[src/design/kwl_pkg.sv]
// Shared types, token kind codes and keyword matcher for the keyword lexer.
package kwl_pkg;

	localparam int BYTE_W  = 8;
	localparam int KIND_W  = 6;
	localparam int LINE_W  = 16;
	localparam int START_W = 24;
	localparam int LEN_W   = 16;
	localparam int WIN_W   = 48;

	localparam int TOKEN_W     = KIND_W + LINE_W + START_W + LEN_W;
	localparam int OUT_TDATA_W = ((TOKEN_W + 7) / 8) * 8;
	localparam int PAD_W       = OUT_TDATA_W - TOKEN_W;

	localparam int QUEUE_DEPTH = 4;
	localparam int QPTR_W      = $clog2(QUEUE_DEPTH);
	localparam int QCNT_W      = $clog2(QUEUE_DEPTH + 1);

	// token kinds
	localparam logic [KIND_W-1:0] KIND_EOF    = 6'd0;
	localparam logic [KIND_W-1:0] KIND_IDENT  = 6'd1;
	localparam logic [KIND_W-1:0] KIND_NUMBER = 6'd2;
	localparam logic [KIND_W-1:0] KIND_STRING = 6'd3;
	localparam logic [KIND_W-1:0] KIND_YELE   = 6'd4;
	localparam logic [KIND_W-1:0] KIND_BOL    = 6'd5;
	localparam logic [KIND_W-1:0] KIND_BOLS   = 6'd6;
	localparam logic [KIND_W-1:0] KIND_LE     = 6'd7;
	localparam logic [KIND_W-1:0] KIND_CHALA  = 6'd8;
	localparam logic [KIND_W-1:0] KIND_ME     = 6'd9;
	localparam logic [KIND_W-1:0] KIND_AGAR   = 6'd10;
	localparam logic [KIND_W-1:0] KIND_WARNA  = 6'd11;
	localparam logic [KIND_W-1:0] KIND_KAAM   = 6'd12;
	localparam logic [KIND_W-1:0] KIND_WAPAS  = 6'd13;
	localparam logic [KIND_W-1:0] KIND_PLUS   = 6'd16;
	localparam logic [KIND_W-1:0] KIND_MINUS  = 6'd17;
	localparam logic [KIND_W-1:0] KIND_STAR   = 6'd18;
	localparam logic [KIND_W-1:0] KIND_SLASH  = 6'd19;
	localparam logic [KIND_W-1:0] KIND_PCT    = 6'd20;
	localparam logic [KIND_W-1:0] KIND_ASSIGN = 6'd21;
	localparam logic [KIND_W-1:0] KIND_PLUSEQ = 6'd22;
	localparam logic [KIND_W-1:0] KIND_EQEQ   = 6'd23;
	localparam logic [KIND_W-1:0] KIND_NEQ    = 6'd24;
	localparam logic [KIND_W-1:0] KIND_GT     = 6'd25;
	localparam logic [KIND_W-1:0] KIND_LT     = 6'd26;
	localparam logic [KIND_W-1:0] KIND_GE     = 6'd27;
	localparam logic [KIND_W-1:0] KIND_LE_OP  = 6'd28;
	localparam logic [KIND_W-1:0] KIND_LPAREN = 6'd29;
	localparam logic [KIND_W-1:0] KIND_RPAREN = 6'd30;
	localparam logic [KIND_W-1:0] KIND_LBRACE = 6'd31;
	localparam logic [KIND_W-1:0] KIND_RBRACE = 6'd32;
	localparam logic [KIND_W-1:0] KIND_LBRACK = 6'd33;
	localparam logic [KIND_W-1:0] KIND_RBRACK = 6'd34;
	localparam logic [KIND_W-1:0] KIND_COLON  = 6'd35;
	localparam logic [KIND_W-1:0] KIND_COMMA  = 6'd36;
	localparam logic [KIND_W-1:0] KIND_DOT    = 6'd37;

	// keywords, first character in the top byte
	localparam logic [31:0] KW_YELE  = "yele";
	localparam logic [23:0] KW_BOL   = "bol";
	localparam logic [31:0] KW_BOLS  = "bols";
	localparam logic [15:0] KW_LE    = "le";
	localparam logic [39:0] KW_CHALA = "chala";
	localparam logic [15:0] KW_ME    = "me";
	localparam logic [31:0] KW_AGAR  = "agar";
	localparam logic [39:0] KW_WARNA = "warna";
	localparam logic [31:0] KW_KAAM  = "kaam";
	localparam logic [39:0] KW_WAPAS = "wapas";

	typedef struct packed {
		logic [LEN_W-1:0]   length;
		logic [START_W-1:0] start;
		logic [LINE_W-1:0]  line;
		logic [KIND_W-1:0]  kind;
	} token_t;

	// one queue entry: the tokens caused by one input request
	typedef struct packed {
		token_t tok1;
		token_t tok0;
		logic   two;
	} bundle_t;

	function automatic logic [KIND_W-1:0] ident_kind(input logic [WIN_W-1:0] win,
			input logic [LEN_W-1:0] len);
		logic [KIND_W-1:0] k;
		k = KIND_IDENT;
		if (len == LEN_W'(4) && win[31:0] == KW_YELE)       k = KIND_YELE;
		else if (len == LEN_W'(3) && win[23:0] == KW_BOL)   k = KIND_BOL;
		else if (len == LEN_W'(4) && win[31:0] == KW_BOLS)  k = KIND_BOLS;
		else if (len == LEN_W'(2) && win[15:0] == KW_LE)    k = KIND_LE;
		else if (len == LEN_W'(5) && win[39:0] == KW_CHALA) k = KIND_CHALA;
		else if (len == LEN_W'(2) && win[15:0] == KW_ME)    k = KIND_ME;
		else if (len == LEN_W'(4) && win[31:0] == KW_AGAR)  k = KIND_AGAR;
		else if (len == LEN_W'(5) && win[39:0] == KW_WARNA) k = KIND_WARNA;
		else if (len == LEN_W'(4) && win[31:0] == KW_KAAM)  k = KIND_KAAM;
		else if (len == LEN_W'(5) && win[39:0] == KW_WAPAS) k = KIND_WAPAS;
		return k;
	endfunction

endpackage

[src/design/kwl_front.sv]
// Lexer front end: scans one byte per request and pushes its tokens to the queue.
module kwl_front #(
	parameter int OFFSET_BITS = 24,
	parameter int LINE_BITS   = 16
) (
	input  logic                       clk,
	input  logic                       arst_n,
	input  logic                       in_valid,
	output logic                       in_ready,
	input  logic [kwl_pkg::BYTE_W-1:0] in_byte,
	input  logic                       in_end,
	input  logic                       q_full,
	output logic                       q_push,
	output kwl_pkg::bundle_t           q_wdata
);
	import kwl_pkg::*;

	localparam logic [3:0] MODE_IDLE    = 4'd0;
	localparam logic [3:0] MODE_IDENT   = 4'd1;
	localparam logic [3:0] MODE_NUMBER  = 4'd2;
	localparam logic [3:0] MODE_STRING  = 4'd3;
	localparam logic [3:0] MODE_PLUS    = 4'd4;
	localparam logic [3:0] MODE_EQ      = 4'd5;
	localparam logic [3:0] MODE_BANG    = 4'd6;
	localparam logic [3:0] MODE_GT      = 4'd7;
	localparam logic [3:0] MODE_LT      = 4'd8;
	localparam logic [3:0] MODE_SLASH   = 4'd9;
	localparam logic [3:0] MODE_COMMENT = 4'd10;

	localparam logic [BYTE_W-1:0] CH_NL     = 8'h0A;
	localparam logic [BYTE_W-1:0] CH_QUOTE  = 8'h22;
	localparam logic [BYTE_W-1:0] CH_BSLASH = 8'h5C;
	localparam logic [BYTE_W-1:0] CH_EQ     = 8'h3D;
	localparam logic [BYTE_W-1:0] CH_SLASH  = 8'h2F;
	localparam logic [BYTE_W-1:0] CH_DOT    = 8'h2E;
	localparam logic [BYTE_W-1:0] CH_US     = 8'h5F;

	logic [3:0]             mode_q, mode_d;
	logic                   esc_q, esc_d;
	logic [WIN_W-1:0]       win_q, win_d;
	logic [LEN_W-1:0]       len_q, len_d, len_inc;
	logic [OFFSET_BITS-1:0] start_q, start_d;
	logic [OFFSET_BITS-1:0] pos_q;
	logic [LINE_BITS-1:0]   line_q;

	logic                   accept, is_dig, is_alpha, is_word, line_inc;
	logic                   do_flush, rescan;
	logic                   fl_v, a_v, b_v;
	logic [KIND_W-1:0]      fl_kind, a_kind, b_kind, pair_kind;
	logic [LEN_W-1:0]       fl_len, a_len, b_len;
	logic [OFFSET_BITS-1:0] a_start, b_start;
	token_t                 tok_a, tok_b;

	assign in_ready = !q_full;
	assign accept   = in_valid && !q_full;

	assign is_dig   = (in_byte >= "0") && (in_byte <= "9");
	assign is_alpha = ((in_byte >= "a") && (in_byte <= "z")) ||
		((in_byte >= "A") && (in_byte <= "Z"));
	assign is_word  = is_alpha || is_dig || (in_byte == CH_US);
	assign len_inc  = (&len_q) ? len_q : len_q + LEN_W'(1);

	// token held by the current mode when it is cut short
	always_comb begin
		fl_v    = 1'b1;
		fl_kind = KIND_EOF;
		fl_len  = LEN_W'(1);
		case (mode_q)
			MODE_IDENT: begin
				fl_kind = ident_kind(win_q, len_q);
				fl_len  = len_q;
			end
			MODE_NUMBER: begin
				fl_kind = KIND_NUMBER;
				fl_len  = len_q;
			end
			MODE_STRING: begin
				fl_kind = KIND_STRING;
				fl_len  = len_q;
			end
			MODE_PLUS:  fl_kind = KIND_PLUS;
			MODE_EQ:    fl_kind = KIND_ASSIGN;
			MODE_GT:    fl_kind = KIND_GT;
			MODE_LT:    fl_kind = KIND_LT;
			MODE_SLASH: fl_kind = KIND_SLASH;
			default:    fl_v = 1'b0;
		endcase
	end

	always_comb begin
		case (mode_q)
			MODE_PLUS: pair_kind = KIND_PLUSEQ;
			MODE_EQ:   pair_kind = KIND_EQEQ;
			MODE_BANG: pair_kind = KIND_NEQ;
			MODE_GT:   pair_kind = KIND_GE;
			default:   pair_kind = KIND_LE_OP;
		endcase
	end

	always_comb begin
		mode_d   = mode_q;
		esc_d    = esc_q;
		win_d    = win_q;
		len_d    = len_q;
		start_d  = start_q;
		do_flush = 1'b0;
		rescan   = 1'b0;
		line_inc = 1'b0;
		a_v      = 1'b0;
		a_kind   = KIND_EOF;
		a_start  = start_q;
		a_len    = LEN_W'(1);
		b_v      = 1'b0;
		b_kind   = KIND_EOF;
		b_start  = pos_q;
		b_len    = LEN_W'(1);

		if (in_end) begin
			do_flush = 1'b1;
			b_v      = 1'b1;
			b_len    = '0;
		end else begin
			case (mode_q)
				MODE_IDENT: begin
					if (is_word) begin
						len_d = len_inc;
						win_d = {win_q[WIN_W-BYTE_W-1:0], in_byte};
					end else begin
						do_flush = 1'b1;
						rescan   = 1'b1;
					end
				end
				MODE_NUMBER: begin
					if (is_dig || in_byte == CH_DOT) begin
						len_d = len_inc;
					end else begin
						do_flush = 1'b1;
						rescan   = 1'b1;
					end
				end
				MODE_STRING: begin
					if (in_byte == CH_QUOTE && !esc_q) begin
						a_v    = 1'b1;
						a_kind = KIND_STRING;
						a_len  = len_q;
						mode_d = MODE_IDLE;
					end else begin
						len_d = len_inc;
						esc_d = (in_byte == CH_BSLASH);
					end
				end
				MODE_COMMENT: begin
					if (in_byte == CH_NL) rescan = 1'b1;
				end
				MODE_PLUS, MODE_EQ, MODE_BANG, MODE_GT, MODE_LT: begin
					if (in_byte == CH_EQ) begin
						a_v    = 1'b1;
						a_kind = pair_kind;
						a_len  = LEN_W'(2);
						mode_d = MODE_IDLE;
					end else begin
						do_flush = 1'b1;
						rescan   = 1'b1;
					end
				end
				MODE_SLASH: begin
					if (in_byte == CH_SLASH) begin
						mode_d = MODE_COMMENT;
					end else begin
						do_flush = 1'b1;
						rescan   = 1'b1;
					end
				end
				default: rescan = 1'b1;
			endcase
		end

		if (do_flush) begin
			a_v    = fl_v;
			a_kind = fl_kind;
			a_len  = fl_len;
			esc_d  = 1'b0;
			mode_d = MODE_IDLE;
		end

		// byte scanned from the idle mode
		if (rescan) begin
			mode_d = MODE_IDLE;
			if (in_byte == CH_NL) begin
				line_inc = 1'b1;
			end else if (in_byte == CH_QUOTE) begin
				mode_d  = MODE_STRING;
				start_d = pos_q;
				len_d   = '0;
				esc_d   = 1'b0;
			end else if (is_dig) begin
				mode_d  = MODE_NUMBER;
				start_d = pos_q;
				len_d   = LEN_W'(1);
			end else if (is_alpha || in_byte == CH_US) begin
				mode_d  = MODE_IDENT;
				start_d = pos_q;
				len_d   = LEN_W'(1);
				win_d   = {{(WIN_W-BYTE_W){1'b0}}, in_byte};
			end else begin
				case (in_byte)
					"+": mode_d = MODE_PLUS;
					"=": mode_d = MODE_EQ;
					"!": mode_d = MODE_BANG;
					">": mode_d = MODE_GT;
					"<": mode_d = MODE_LT;
					"/": mode_d = MODE_SLASH;
					"-": begin b_v = 1'b1; b_kind = KIND_MINUS;  end
					"*": begin b_v = 1'b1; b_kind = KIND_STAR;   end
					"%": begin b_v = 1'b1; b_kind = KIND_PCT;    end
					"(": begin b_v = 1'b1; b_kind = KIND_LPAREN; end
					")": begin b_v = 1'b1; b_kind = KIND_RPAREN; end
					"{": begin b_v = 1'b1; b_kind = KIND_LBRACE; end
					"}": begin b_v = 1'b1; b_kind = KIND_RBRACE; end
					"[": begin b_v = 1'b1; b_kind = KIND_LBRACK; end
					"]": begin b_v = 1'b1; b_kind = KIND_RBRACK; end
					":": begin b_v = 1'b1; b_kind = KIND_COLON;  end
					",": begin b_v = 1'b1; b_kind = KIND_COMMA;  end
					".": begin b_v = 1'b1; b_kind = KIND_DOT;    end
					default: ;
				endcase
				if (mode_d != MODE_IDLE) start_d = pos_q;
			end
		end
	end

	// tokens always carry the line seen before this byte
	always_comb begin
		tok_a.kind   = a_kind;
		tok_a.line   = LINE_W'(line_q);
		tok_a.start  = START_W'(a_start);
		tok_a.length = a_len;
		tok_b.kind   = b_kind;
		tok_b.line   = LINE_W'(line_q);
		tok_b.start  = START_W'(b_start);
		tok_b.length = b_len;
		q_wdata.two  = a_v && b_v;
		q_wdata.tok0 = a_v ? tok_a : tok_b;
		q_wdata.tok1 = tok_b;
	end

	assign q_push = accept && (a_v || b_v);

	always_ff @(posedge clk or negedge arst_n) begin
		if (!arst_n) begin
			mode_q  <= MODE_IDLE;
			esc_q   <= 1'b0;
			win_q   <= '0;
			len_q   <= '0;
			start_q <= '0;
			pos_q   <= '0;
			line_q  <= LINE_BITS'(1);
		end else if (accept) begin
			if (in_end) begin
				// end of stream: back to the reset state
				mode_q  <= MODE_IDLE;
				esc_q   <= 1'b0;
				win_q   <= '0;
				len_q   <= '0;
				start_q <= '0;
				pos_q   <= '0;
				line_q  <= LINE_BITS'(1);
			end else begin
				mode_q  <= mode_d;
				esc_q   <= esc_d;
				win_q   <= win_d;
				len_q   <= len_d;
				start_q <= start_d;
				if (!(&pos_q)) pos_q <= pos_q + OFFSET_BITS'(1);
				if (line_inc && !(&line_q)) line_q <= line_q + LINE_BITS'(1);
			end
		end
	end

endmodule

[src/design/kwl_queue.sv]
// Short token-bundle queue between the lexer front and the output stage.
module kwl_queue (
	input  logic             clk,
	input  logic             arst_n,
	input  logic             push,
	input  kwl_pkg::bundle_t wdata,
	output logic             full,
	input  logic             pop,
	output kwl_pkg::bundle_t rdata,
	output logic             nempty
);
	import kwl_pkg::*;

	bundle_t           mem_q [QUEUE_DEPTH];
	logic [QPTR_W-1:0] wptr_q, rptr_q;
	logic [QCNT_W-1:0] cnt_q;
	logic              do_push, do_pop;

	assign full    = (cnt_q == QCNT_W'(QUEUE_DEPTH));
	assign nempty  = (cnt_q != '0);
	assign rdata   = mem_q[rptr_q];
	assign do_push = push && !full;
	assign do_pop  = pop && nempty;

	always_ff @(posedge clk) begin
		if (do_push) mem_q[wptr_q] <= wdata;
	end

	always_ff @(posedge clk or negedge arst_n) begin
		if (!arst_n) begin
			wptr_q <= '0;
			rptr_q <= '0;
			cnt_q  <= '0;
		end else begin
			if (do_push) wptr_q <= wptr_q + QPTR_W'(1);
			if (do_pop)  rptr_q <= rptr_q + QPTR_W'(1);
			if (do_push && !do_pop)      cnt_q <= cnt_q + QCNT_W'(1);
			else if (do_pop && !do_push) cnt_q <= cnt_q - QCNT_W'(1);
		end
	end

endmodule

[src/design/kwl_back.sv]
// Output stage: unpacks queue bundles into single tokens on the output register.
module kwl_back (
	input  logic             clk,
	input  logic             arst_n,
	input  logic             q_nempty,
	input  kwl_pkg::bundle_t q_rdata,
	output logic             q_pop,
	output logic             out_valid,
	input  logic             out_ready,
	output kwl_pkg::token_t  out_tok,
	output logic             out_last
);
	import kwl_pkg::*;

	logic   ov_q, olast_q, hold_q;
	token_t otok_q, htok_q;
	logic   advance;

	assign advance   = !ov_q || out_ready;
	assign q_pop     = advance && !hold_q && q_nempty;
	assign out_valid = ov_q;
	assign out_tok   = otok_q;
	assign out_last  = olast_q;

	always_ff @(posedge clk or negedge arst_n) begin
		if (!arst_n) begin
			ov_q    <= 1'b0;
			olast_q <= 1'b0;
			hold_q  <= 1'b0;
		end else if (advance) begin
			if (hold_q) begin
				ov_q    <= 1'b1;
				olast_q <= 1'b1;
				hold_q  <= 1'b0;
			end else if (q_nempty) begin
				ov_q    <= 1'b1;
				olast_q <= !q_rdata.two;
				hold_q  <= q_rdata.two;
			end else begin
				ov_q <= 1'b0;
			end
		end
	end

	always_ff @(posedge clk) begin
		if (advance) begin
			if (hold_q) begin
				otok_q <= htok_q;
			end else if (q_nempty) begin
				otok_q <= q_rdata.tok0;
				htok_q <= q_rdata.tok1;
			end
		end
	end

endmodule

[src/design/keyword_lexer_tokenizer_core.sv]
// Top level of the streaming keyword lexer: front scanner, token queue, output stage.
// Throughput: one source byte per cycle while the token queue is not full; a byte that yields
//   two tokens takes two output transfers, and the four-entry token queue absorbs the extra one.
// Path: an accepted byte's first token goes through the queue write, then the output register,
//   before it shows on m_tvalid; a second token of the same byte follows from the held copy.
// Reset: arst_n clears all lexer state (line 1, offset 0) and empties the queue;
//   an accepted end request emits EOF and returns the lexer to that same state.
module keyword_lexer_tokenizer_core #(
	parameter int OFFSET_BITS = 24,
	parameter int LINE_BITS   = 16
) (
	input  logic                            clk,
	input  logic                            arst_n,
	input  logic                            s_tvalid,
	output logic                            s_tready,
	input  logic [kwl_pkg::BYTE_W-1:0]      s_tdata,  // [7:0] in_byte
	input  logic                            s_tlast,  // end_mark
	output logic                            m_tvalid,
	input  logic                            m_tready,
	// [5:0] token_kind, [21:6] token_line, [45:22] token_start,
	// [61:46] token_length, [63:62] zero
	output logic [kwl_pkg::OUT_TDATA_W-1:0] m_tdata,
	output logic                            m_tlast   // last_of_run
);
	import kwl_pkg::*;

	logic    q_push, q_full, q_pop, q_nempty;
	bundle_t q_wdata, q_rdata;
	token_t  out_tok;

	// scanner: classifies each byte and builds up to two tokens per request
	kwl_front #(
		.OFFSET_BITS(OFFSET_BITS),
		.LINE_BITS  (LINE_BITS)
	) u_front (
		.clk     (clk),
		.arst_n  (arst_n),
		.in_valid(s_tvalid),
		.in_ready(s_tready),
		.in_byte (s_tdata),
		.in_end  (s_tlast),
		.q_full  (q_full),
		.q_push  (q_push),
		.q_wdata (q_wdata)
	);

	// decouples the scanner from output back-pressure
	kwl_queue u_queue (
		.clk   (clk),
		.arst_n(arst_n),
		.push  (q_push),
		.wdata (q_wdata),
		.full  (q_full),
		.pop   (q_pop),
		.rdata (q_rdata),
		.nempty(q_nempty)
	);

	// splits each bundle into tokens, tlast on the final one of the request
	kwl_back u_back (
		.clk      (clk),
		.arst_n   (arst_n),
		.q_nempty (q_nempty),
		.q_rdata  (q_rdata),
		.q_pop    (q_pop),
		.out_valid(m_tvalid),
		.out_ready(m_tready),
		.out_tok  (out_tok),
		.out_last (m_tlast)
	);

	assign m_tdata = {{PAD_W{1'b0}}, out_tok};

	// EOF always closes the tokens of its request
	a_eof_last: assert property (@(posedge clk) disable iff (!arst_n)
		m_tvalid && out_tok.kind == KIND_EOF |-> m_tlast)
		else $error("EOF token without tlast");

	// EOF carries no source bytes
	a_eof_len: assert property (@(posedge clk) disable iff (!arst_n)
		m_tvalid && out_tok.kind == KIND_EOF |-> out_tok.length == '0)
		else $error("EOF token with nonzero length");

	// operators span one or two bytes
	a_op_len: assert property (@(posedge clk) disable iff (!arst_n)
		m_tvalid && out_tok.kind >= KIND_PLUS |->
			out_tok.length == LEN_W'(1) || out_tok.length == LEN_W'(2))
		else $error("operator token with bad length");

	// a token not marked last is always followed by the second token of its request
	a_pair_order: assert property (@(posedge clk) disable iff (!arst_n)
		m_tvalid && m_tready && !m_tlast |=> m_tvalid)
		else $error("second token of a request missing");

endmodule
[config.mk]
export PLATFORM = sky130hd
export DESIGN_NAME = keyword_lexer_tokenizer_core
export DESIGN_NICKNAME = d
export VERILOG_FILES = /design/src/design/kwl_pkg.sv /design/src/design/kwl_front.sv /design/src/design/kwl_queue.sv /design/src/design/kwl_back.sv /design/src/design/keyword_lexer_tokenizer_core.sv
export SDC_FILE = /design/constraint.sdc
export NUM_CORES = 1
export LEC_CHECK = 0
export ABC_AREA = 1
export BUFFER_PORTS_ARGS = -buffer_cell sky130_fd_sc_hd__buf_2
export CAP_MARGIN = 20
export CORE_MARGIN = 2
export CORE_UTILIZATION = 62
export CTS_CLUSTER_DIAMETER = 50
export DETAILED_ROUTE_END_ITERATION = 12
export HOLD_SLACK_MARGIN = 0.03
export PLACE_DENSITY = 0.79
export SETUP_SLACK_MARGIN = 0.5
export SYNTH_ARGS = -nofsm -noshare
export SYNTH_HDL_FRONTEND = slang
export SYNTH_SLANG_ARGS = --single-unit
[constraint.sdc]
create_clock -name clk -period 8.4 [get_ports clk]
set_input_delay 0.42 -clock clk [delete_from_list [all_inputs] [get_ports clk]]
set_output_delay 0.42 -clock clk [all_outputs]
set_load 0.1 [all_outputs]
# After elaboration in Yosys (flattened, before gate mapping)
# Memories as Yosys holds them, arrays and structs flattened.
# Index checks and enable logic that the tools add are counted.
# word_totals
latch_bits	0
rom_bits	0
out_inout_bits	67
memories	1
reg_bits	267
mem_bits_rw	440
elab_cells	268
# classes
n_eq_ne	52
muxes	120
n_reduce_logical	60
addsub	7
n_shift	0
multipliers	0
bitwise_logic	1
div	0
order_cmp	6
# memory_table
name	words	width	rd	rd_ports_with_merged_regs	write_ports	line	rtl
u_queue.mem_q	4	110	1	0	1	kwl_queue.sv:14	bundle_t mem_q [QUEUE_DEPTH];
# op_table
op	count
2-to-1 mux 48 bit	8
2-to-1 mux 16 bit	16
2-to-1 mux 24 bit	9
2-to-1 mux 62 bit	3
equality test 32 x 31 -> 1 bit, second input constant	4
equality test 40 x 39 -> 1 bit, second input constant	3
equality test 8 x 6 -> 1 bit, second input constant	15
2-to-1 mux 6 bit	16
case mux 6 bit (12 select lines)	1
2-to-1 mux 4 bit	16
equality test 8 x 7 -> 1 bit, second input constant	6
case mux 16 bit (3 select lines)	1
case mux 6 bit (8 select lines)	1
2-to-1 mux 1 bit	36
adder 16 x 1 -> 16 bit, second input constant	2
equality test 16 x 15 -> 1 bit, second input constant	2
equality test 16 x 2 -> 1 bit, second input constant	2
equality test 16 x 3 -> 1 bit, second input constant	2
case mux 16 bit (2 select lines)	1
AND reduction 16 bit	2
adder 24 x 1 -> 24 bit, second input constant	1
equality test 24 x 23 -> 1 bit, second input constant	1
logical AND 1 bit	24
case mux 4 bit (6 select lines)	1
41 further kinds	73

# Depth between registers and ports, before layout
# Gate-level depths: netlist of the first run.
# depth
word_depth	17
depth_mapped	20

# By module
# From an unflattened synthesis of the first run, not the netlist that was laid out.
# unflattened
cells_unflattened	3376
hier_area_um2	34830.9
# modules_own_cells
module	instances	cells_each	area_per_inst_um2
kwl_queue	1	1518	20465.9
kwl_front	1	1510	9680.5
kwl_back	1	345	4665.7
keyword_lexer_tokenizer_core	1	3	18.8

# Worst setup path after synthesis of the first run
# No wires, ideal clock.
# synth_timing
path_type	flip-flop to flip-flop
from	register u_queue.cnt_q[0]
to	memory u_queue.mem_q[0][0] (netlist bit) (enable)
t_arrival_ns	6.069
setup_ns	0.548
required_time_ns	7.852
stages_incl_launch_ff	9
n_path_buf	2
setup_slack_ns	1.783
path_cell_list	dfrtp_1 > nor2_1 > nand2_1 > nand2_1 > clkbuf_1 > inv_1 > clkbuf_1 > nand2_1 > nor2_1
# synth_via
elab_chain_len	7
# synth_lines
element	line	rtl
start: declaration	kwl_queue.sv:16	logic [QCNT_W-1:0] cnt_q;
start signal: assignment	kwl_queue.sv:37	if (do_push && !do_pop) cnt_q <= cnt_q + QCNT_W'(1);
start signal: assignment	kwl_queue.sv:38	else if (do_pop && !do_push) cnt_q <= cnt_q - QCNT_W'(1);
equality test 3 bit (*)	kwl_queue.sv:19	assign full = (cnt_q == QCNT_W'(QUEUE_DEPTH));
logical NOT 1 bit (*)	--	
net s_tready	keyword_lexer_tokenizer_core.sv:15	output logic s_tready,
logical AND 1 bit	kwl_front.sv:55	assign accept = in_valid && !q_full;
logical AND 1 bit	kwl_front.sv:247	assign q_push = accept && (a_v || b_v);
logical AND 1 bit (*)	kwl_queue.sv:22	assign do_push = push && !full;
2-to-1 mux 1 bit (*)	kwl_queue.sv:26	if (do_push) mem_q[wptr_q] <= wdata;
2-to-1 mux 1 bit (implied by the code) (*)	kwl_queue.sv:26	
end: declaration	kwl_queue.sv:14	
# Mark *: on every way through the listed nets, which the timed path passes. The rest lies on a longest branch.

# Final worst setup path of the first run
# layout_timing
from	register u_front.mode_q[0]
to	memory u_queue.mem_q[1][24] (netlist bit) (enable)
# layout_via
elab_chain_len	10
# layout_lines
element	line	rtl
start: declaration	kwl_front.sv:38	logic [3:0] mode_q, mode_d;
start signal: assignment	kwl_front.sv:269	mode_q <= mode_d;
equality test 4 x 3 -> 1 bit, or another cell as far along	kwl_front.sv:68, kwl_front.sv:123	
OR reduction 5 bit	kwl_front.sv:123	case (mode_q)
case mux 1 bit (6 select lines), or another cell as far along	kwl_front.sv:123	
2-to-1 mux 1 bit	kwl_front.sv:118	if (in_end) begin
2-to-1 mux 1 bit (on tied branches)	kwl_front.sv:187, kwl_front.sv:178	
logical OR 1 bit (*)	kwl_front.sv:247	
logical AND 1 bit (*)	kwl_front.sv:247	
logical AND 1 bit (*)	kwl_queue.sv:22	
2-to-1 mux 1 bit (*)	kwl_queue.sv:26	
2-to-1 mux 1 bit (implied by the code) (*)	kwl_queue.sv:26	
# Every way passes the cells marked *; elsewhere a longest branch is shown, timed or not.

==> out/summary.log, run 1 <==
[logic_synthesis] area of the mapped netlist 27400 sq um
[clock_network] count of H-tree levels built during CTS 2
[sta] setup total negative slack 0 ns
[logic_synthesis] mean area per synthesized cell 10.3 sq um
[logic_synthesis] unique cell type count in the Yosys netlist 51
[global_route] overflow left after global routing 0
[cells_and_area] nets 2718
[power] power density normalized to cell area 381 nW/um^2
[floorplanning] IO Count 80
[floorplanning] floorplan die width 214 um
[drt] iteration-0 DRC count of the detailed router 2290
[logic_synthesis] flip-flop and latch count after synthesis 620
[drt] remaining routing DRC violations 0
[logic_synthesis] sequential cell area fraction in the yosys report 65.5%
[global_route] pin count of the biggest net entering global routing 108
[worst_setup_path] slack of the worst reg-to-reg path 3.81 ns
[clock_network] Worst-path clk slew 0.07 ns
[clock_network] # clock sinks 620
[min_path] Hold Crit Class in -> reg
[worst_setup_path] worst endpoint required time 8.65 ns
[floorplanning] Initial Util 62.4%
[sta] final-layout worst hold slack 0.0939 ns
[worst_setup_path] count of cells along the worst register-to-register path 12
[cells_and_area] leading cell type in the layout, fill and taps excluded sky130_fd_sc_hd__edfxtp_1
[worst_setup_path] endpoint of the worst register-to-register path u_queue.mem_q[1][24]
[worst_setup_path] Critical Path End Type flop
[cells_and_area] most used cells in the layout excluding fill and tap cells sky130_fd_sc_hd__edfxtp_1, sky130_fd_sc_hd__nor2_1, sky130_fd_sc_hd__nand2_1
[place] total half-perimeter wirelength after legalization and detailed placement 41600 um
[clock_network] number of clock buffers inserted by TritonCTS 61
[global_route] GRT Total Usage 29.8%
[cells_and_area] diodes inserted 0
[clock_network] root cell of the clock tree sky130_fd_sc_hd__clkbuf_16
[drt] vias after detailed routing 20135
[drt] first-pass detailed-route iteration total 6
[clock_network] maximum count of clock buffers along a single path 3
[worst_setup_path] source of the worst register-to-register timing path u_front.mode_q[0]
[global_route] vias in the first global route 19589
[min_path] cell count of the worst hold path 4
[place] routability-driven placement congestion ratio 0.938
[worst_setup_path] Critical Path Most Common Cell sky130_fd_sc_hd__nand2_1
[clock_network] clock latency at the later pin of the worst-skew pair 0.64 ns
[global_route] antenna violations before repair 0
[sta] setup repair after global routing missed its margin no
[logic_synthesis] warning count from the yosys run 0
[floorplanning] Vert. Die Dim 214 um
[floorplanning] Cell Rows 77
[worst_setup_path] critical-path maximum fanout 68
[logic_synthesis] cells after synthesis 2654
[drt] routed wire length per instance 20.6 um
[sta] highest clock frequency the design can meet 0.218 GHz
[worst_setup_path] source of the critical timing path u_front.mode_q[0]
[sta] crit share post-route 54.6%
[worst_setup_path] Max stage delay on crit path 0.93 ns
[flow_run] Max Cap Viol 0
[place] cell total after placement 3220
[worst_setup_path] arrival time at the worst endpoint 4.83 ns
[drt] Final Routed Wirelength 68900 um
[status] result of the run finished clean
[worst_setup_path] crit path kind reg -> reg
[min_path] endpoint of the worst hold path u_back.out_valid
[clock_network] post-CTS setup buffers 0
[clock_network] CTS tree yes
[place] Post-Place Cell Area 28200 sq um
[sta] setup skew after layout 0.0229 ns
[place] number of port buffers 77
[power] Pleak 11.4 nW
[sta] Slew Viols, Final 0
[worst_setup_path] ordered list of cells on the worst path inv_2 > nand2_1 > nor2_2 > nand4_2 > nand4_4 > clkinv_1 > nand2_1 > nand2_4 > nand2_1 > nand2_1 > nor2_4 > buf_4
[min_path] hold path start m_tready
[worst_setup_path] Worst Setup Start Kind flop
[sta] number of setup violations in the final report 0
[cells_and_area] fraction of layout instances using a drive strength above 1 10.1%
[cells_and_area] Final Non-Filler Cells 3338
[power] Max IR drop VDD 435 uV
[cells_and_area] post-route cell area 30300 sq um
[sta] relative slew slack 22.8%
[floorplanning] Core Area 43900 sq um
[sta] number of hold violations in the final report 0
[global_route] wire length of the first global-routing pass 107000 um
[worst_setup_path] Max stage delay cell, worst path sky130_fd_sc_hd__buf_4
[sta] slew of the pin with the lowest slew margin 1.16 ns
[clock_network] Hold Buf Count CTS 1
[drt] post-detailed-route count of antenna-violating nets 0
[clock_network] PostCTS Resize Cnt 0
[cells_and_area] Area growth, synth to finish 10.6%
[cells_and_area] final design utilization 69.0%
[sta] final critical path time including I/O delays and setup 4.59 ns
[floorplanning] Die Area 45900 sq um
[drt] vias per cell 6.03
-- layer usage --
layer	vias up	wire (um)	global-route usage [%]
li1	9310	-	-
met1	9714	26900	38.7
met2	945	34200	51.1
met3	166	5130	4.24
met4	0	2590	11.9
met5	-	0	0
-- worst max-delay path by stage --
stage | to | slack [ns] | cells after the start
after floorplan | u_queue.mem_q[0][0] | 1.78 | 8
after global placement | u_queue.mem_q[1][31] | 3.99 | 12
after detailed placement | u_queue.mem_q[1][29] | 3.86 | 12
after CTS | u_queue.mem_q[1][26] | 3.84 | 12
after global routing | u_queue.mem_q[1][26] | 3.54 | 12
final | u_queue.mem_q[1][24] | 3.81 | 12
-- Yosys cell counts (all sizes together) --
cell | count | area share, %
a211oi | 1 | 0.046
nand3b | 6 | 0.18
o2111ai | 1 | 0.032
ha | 11 | 0.50
mux2 | 1 | 0.041
buf | 43 | 0.95
o21ai | 337 | 6.4
nand4 | 40 | 1.1
o21a | 2 | 0.055
a31oi | 34 | 0.78
inv | 200 | 2.7
fa | 1 | 0.073
dfrtp | 134 | 12
nor3 | 52 | 0.97
nand3 | 120 | 2.3
nor2 | 464 | 6.6
dfstp | 1 | 0.096
conb | 1 | 0.014
nor4 | 4 | 0.091
xor2 | 19 | 0.61
xnor2 | 2 | 0.064
nand2 | 411 | 5.8
clkinv | 3 | 0.046
edfxtp | 485 | 53
o31ai | 9 | 0.25
o211ai | 8 | 0.22
clkbuf | 82 | 1.1
a21oi | 100 | 1.8
and3 | 1 | 0.023
o22ai | 81 | 1.8
-- through the flow --
| step | total power [W] | setup slack (ns) |
|---|---|---|
| 6_report | 0.0115 | 3.81 |
| 5_1_grt | 0.0120 | 3.54 |
| 4_1_cts | 0.0116 | 3.84 |
| 3_5_place_dp | 0.00869 | 3.86 |
| 3_3_place_gp | 0.00857 | 3.99 |
| 2_1_floorplan | 0.00771 | 1.78 |
-- cell type report --
| cell class | instances | area [sq um] |
|---|---|---|
| Fill cell | 3176 | 13600 |
| Timing Repair Buffer | 100 | 587 |
| Inverter | 203 | 768 |
| Clock buffer | 74 | 1600 |
| Multi-Input combinational cell | 1707 | 8170 |
| Tap cell | 592 | 741 |
| Clock inverter | 42 | 497 |
| Sequential cell | 620 | 17900 |
-- registers in the layout, summed over array words and instances (netlist names), 4 cells and up --
| signal | cells |
|---|---|
| u_back.htok_q | 47 |
| u_back.out_tok | 62 |
| u_front.a_start | 24 |
| u_front.b_start | 24 |
| u_front.len_q | 16 |
| u_front.line_q | 16 |
| u_front.mode_q | 4 |
| u_front.win_q | 40 |
| u_queue.mem_q | 376 |
-- worst max-delay path, delay by kind of cell, from the launching register on --
family,cells,cell delay (ns)
buf+inv,3,1.17
flops,1,0.46
simple gates,9,2.51
-- where the power goes --
| part | switching, W | internal [W] | leakage [nW] |
|---|---|---|---|
| combinational | 0.00329 | 0.000796 | 3.96 |
| sequential | 0.000352 | 0.00427 | 6.43 |
| clock | 0.00120 | 0.00165 | 1.02 |
| total | 0.00483 | 0.00672 | 11.4 |
-- cells by family (layout without fill, tap and decap cells) --
| kind of cell | Yosys count | count (layout) | synth area share (%) |
|---|---|---|---|
| xor+xnor | 21 | 21 | 0.671 |
| fa+ha+maj | 12 | 12 | 0.575 |
| flops | 620 | 620 | 65.5 |
| buf+inv | 328 | 419 | 4.87 |
| other cells | 1 | 2 | 0.0137 |
| simple gates | 1098 | 1098 | 16.9 |
| compound gates | 573 | 573 | 11.4 |
| mux | 1 | 1 | 0.0411 |
Note: power is estimated with default switching activity, not from simulation.
==> run 2: changes to the inputs <==
--- a/config.mk
+++ b/config.mk
@@ -9,11 +9,11 @@
 export BUFFER_PORTS_ARGS = -buffer_cell sky130_fd_sc_hd__buf_2
 export CAP_MARGIN = 20
 export CORE_MARGIN = 2
-export CORE_UTILIZATION = 62
+export CORE_UTILIZATION = 56
 export CTS_CLUSTER_DIAMETER = 50
 export DETAILED_ROUTE_END_ITERATION = 12
 export HOLD_SLACK_MARGIN = 0.03
-export PLACE_DENSITY = 0.79
+export PLACE_DENSITY = 0.76
 export SETUP_SLACK_MARGIN = 0.5
 export SYNTH_ARGS = -nofsm -noshare
 export SYNTH_HDL_FRONTEND = slang
==> constraint.sdc (replaced) <==
create_clock -name clk -period 3.9 [get_ports clk]
set_input_delay 0.195 -clock clk [delete_from_list [all_inputs] [get_ports clk]]
set_output_delay 0.195 -clock clk [all_outputs]
set_load 0.1 [all_outputs]
==> run 2 against run 1 <==
Non-clock buffer count is 22 higher. Global-route usage is 3.7 points lower. Final cell count is 1.9% higher. Sequential power is 120% higher. Sequential share of layout area is 0.88 points lower. Critical path type unchanged. Highest routed layer unchanged.
==> out/summary.log, run 2 (synthesis gave the netlist of run 1 again) <==
[sta] final-layout worst hold slack 0.180 ns
[drt] vias after detailed routing 19874
[clock_network] number of clock buffers inserted by TritonCTS 68
[clock_network] # clock sinks 620
[cells_and_area] register name with the most flops u_queue.mem_q
[power] Max IR drop VDD 595 uV
[drt] vias per cell 5.85
[drt] Final Routed Wirelength 65600 um
[floorplanning] Die Area 50700 sq um
[cells_and_area] fraction of layout instances using a drive strength above 1 10.8%
[clock_network] count of H-tree levels built during CTS 3
[worst_setup_path] Worst Setup Start Kind flop
[worst_setup_path] worst endpoint required time 4.38 ns
[floorplanning] IO Count 80
[drt] remaining routing DRC violations 0
[worst_setup_path] kind of cell with the highest combined delay on the critical path simple AND/OR/NAND/NOR gates
[floorplanning] floorplan die width 225 um
[power] power density normalized to cell area 814 nW/um^2
[place] cell total after placement 3265
[global_route] wire length of the first global-routing pass 103000 um
[drt] routed length on met1 27500 um
[status] result of the run finished clean
[global_route] antenna violations before repair 2
[worst_setup_path] Max stage delay cell, worst path sky130_fd_sc_hd__dfrtp_1
[clock_network] clock latency at the later pin of the worst-skew pair 0.60 ns
[sta] number of setup violations in the final report 0
[cells_and_area] nets 2747
[clock_network] maximum count of clock buffers along a single path 3
[min_path] Hold Crit Class in -> reg
[worst_setup_path] number of buffer and inverter stages on the critical path 3
[sta] final critical path time including I/O delays and setup 3.20 ns
[drt] routed wire length per instance 19.3 um
[worst_setup_path] Max stage delay on crit path 0.50 ns
[global_route] GRT Total Usage 26.1%
[drt] iteration-0 DRC count of the detailed router 2071
[worst_setup_path] critical-path maximum fanout 11
[clock_network] Worst-path clk slew 0.06 ns
[sta] Slew Viols, Final 0
[cells_and_area] final design utilization 63.2%
[sta] setup skew after layout 0.0250 ns
[cells_and_area] most used cells in the layout excluding fill and tap cells sky130_fd_sc_hd__edfxtp_1, sky130_fd_sc_hd__nor2_1, sky130_fd_sc_hd__nand2_1
[power] Pleak 11.6 nW
[place] total half-perimeter wirelength after legalization and detailed placement 39500 um
[drt] Met3 Routed Length 4640 um
[cells_and_area] Area growth, synth to finish 12.3%
[drt] first-pass detailed-route iteration total 6
[drt] met2 WL 31500 um
[floorplanning] Vert. Die Dim 225 um
[clock_network] root cell of the clock tree sky130_fd_sc_hd__clkbuf_16
[clock_network] CTS tree yes
[cells_and_area] Final Non-Filler Cells 3400
[floorplanning] Initial Util 56.3%
[worst_setup_path] Critical Path End Type flop
[cells_and_area] max FFs per register 376
[worst_setup_path] crit path kind reg -> reg
[place] routability-driven placement congestion ratio 0.920
[worst_setup_path] ordered list of cells on the worst path nand2_1 > nor2_4 > nand4_2 > nand4_4 > clkinv_1 > nand2_1 > nand2_4 > nand2_4 > nand2_8 > inv_1 > ha_1 > inv_1 > fa_1 > a21oi_1 > o21ai_0 > xnor2_1
[sta] relative slew slack 36.8%
[global_route] vias in the first global route 19256
[sta] crit share post-route 82.2%
[flow_run] Max Cap Viol 0
[sta] number of hold violations in the final report 0
[worst_setup_path] slack of the worst reg-to-reg path 0.70 ns
[global_route] pin count of the biggest net entering global routing 159
[sta] slew of the pin with the lowest slew margin 0.948 ns
[drt] post-detailed-route count of antenna-violating nets 0
[cells_and_area] leading cell type in the layout, fill and taps excluded sky130_fd_sc_hd__edfxtp_1
[sta] setup repair after global routing missed its margin no
[floorplanning] Core Area 48600 sq um
[sta] setup total negative slack 0 ns
[sta] highest clock frequency the design can meet 0.312 GHz
[drt] top sig layer met4
[place] number of port buffers 77
[worst_setup_path] arrival time at the worst endpoint 3.68 ns
[floorplanning] Cell Rows 81
[global_route] overflow left after global routing 0
[run 2: final cells by class]
class,instances,area [sq um]
Sequential cell,620,17900
Fill cell,3762,17900
Multi-Input combinational cell,1707,8220
Clock buffer,99,1930
Timing Repair Buffer,122,850
Tap cell,622,778
Inverter,203,768
Clock inverter,26,267
Antenna cell,1,2.50
[run 2: per-stage QoR]
step | area [sq um] | total power (W) | setup slack [ns]
finish | 30800 | 0.0250 | 0.695
global placement | 28500 | 0.0186 | 0.708
global route | 30800 | 0.0262 | 0.503
floorplan | 27500 | 0.0166 | 0.501
CTS | 30700 | 0.0251 | 0.687
detailed placement | 28500 | 0.0188 | 0.690
[run 2: path summary, 6_finish.rpt]
| kind | from | cells after the start | end |
|---|---|---|---|
| max | u_front.mode_q[1] | 16 | u_queue.cnt_q[2] |
| min | s_tvalid | 5 | u_front.len_q[9] |
| max reg2reg | u_front.mode_q[1] | 16 | u_queue.cnt_q[2] |
| min reg2reg | u_front.a_start[13] | 2 | u_front.a_start[13] |
| max in group asynchronous | arst_n | 3 | u_front.a_start[12] |
| min in group asynchronous | arst_n | 2 | u_front.win_q[19] |
[run 2: repair_timing]
item / CTS / global route
endpoints found under the hold margin: 91 / 0
setup endpoints to repair: 0 / 1
hold buffers: 8 / 0
setup buffers: 0 / 0
resized for setup: 0 / 1
[run 2: power breakdown]
part	internal, W	switching, W
combinational	0.00183	0.00699
clock	0.00363	0.00262
sequential	0.00920	0.000753
total	0.0147	0.0104
[run 2: per-layer routing]
layer | global-route usage, % | up-vias
li1 | - | 9366
met1 | 35.7 | 9581
met2 | 42.1 | 790
met3 | 4.22 | 137
met4 | 10.8 | 0
met5 | 0 | -
[run 2: worst register-to-register path, delay by kind of cell, from the launching register on]
family / cells / cell delay (ns)
compound gates: 2 / 0.26
xor+xnor: 1 / 0.14
fa+ha+maj: 2 / 0.50
buf+inv: 3 / 0.29
flops: 1 / 0.50
simple gates: 8 / 1.39
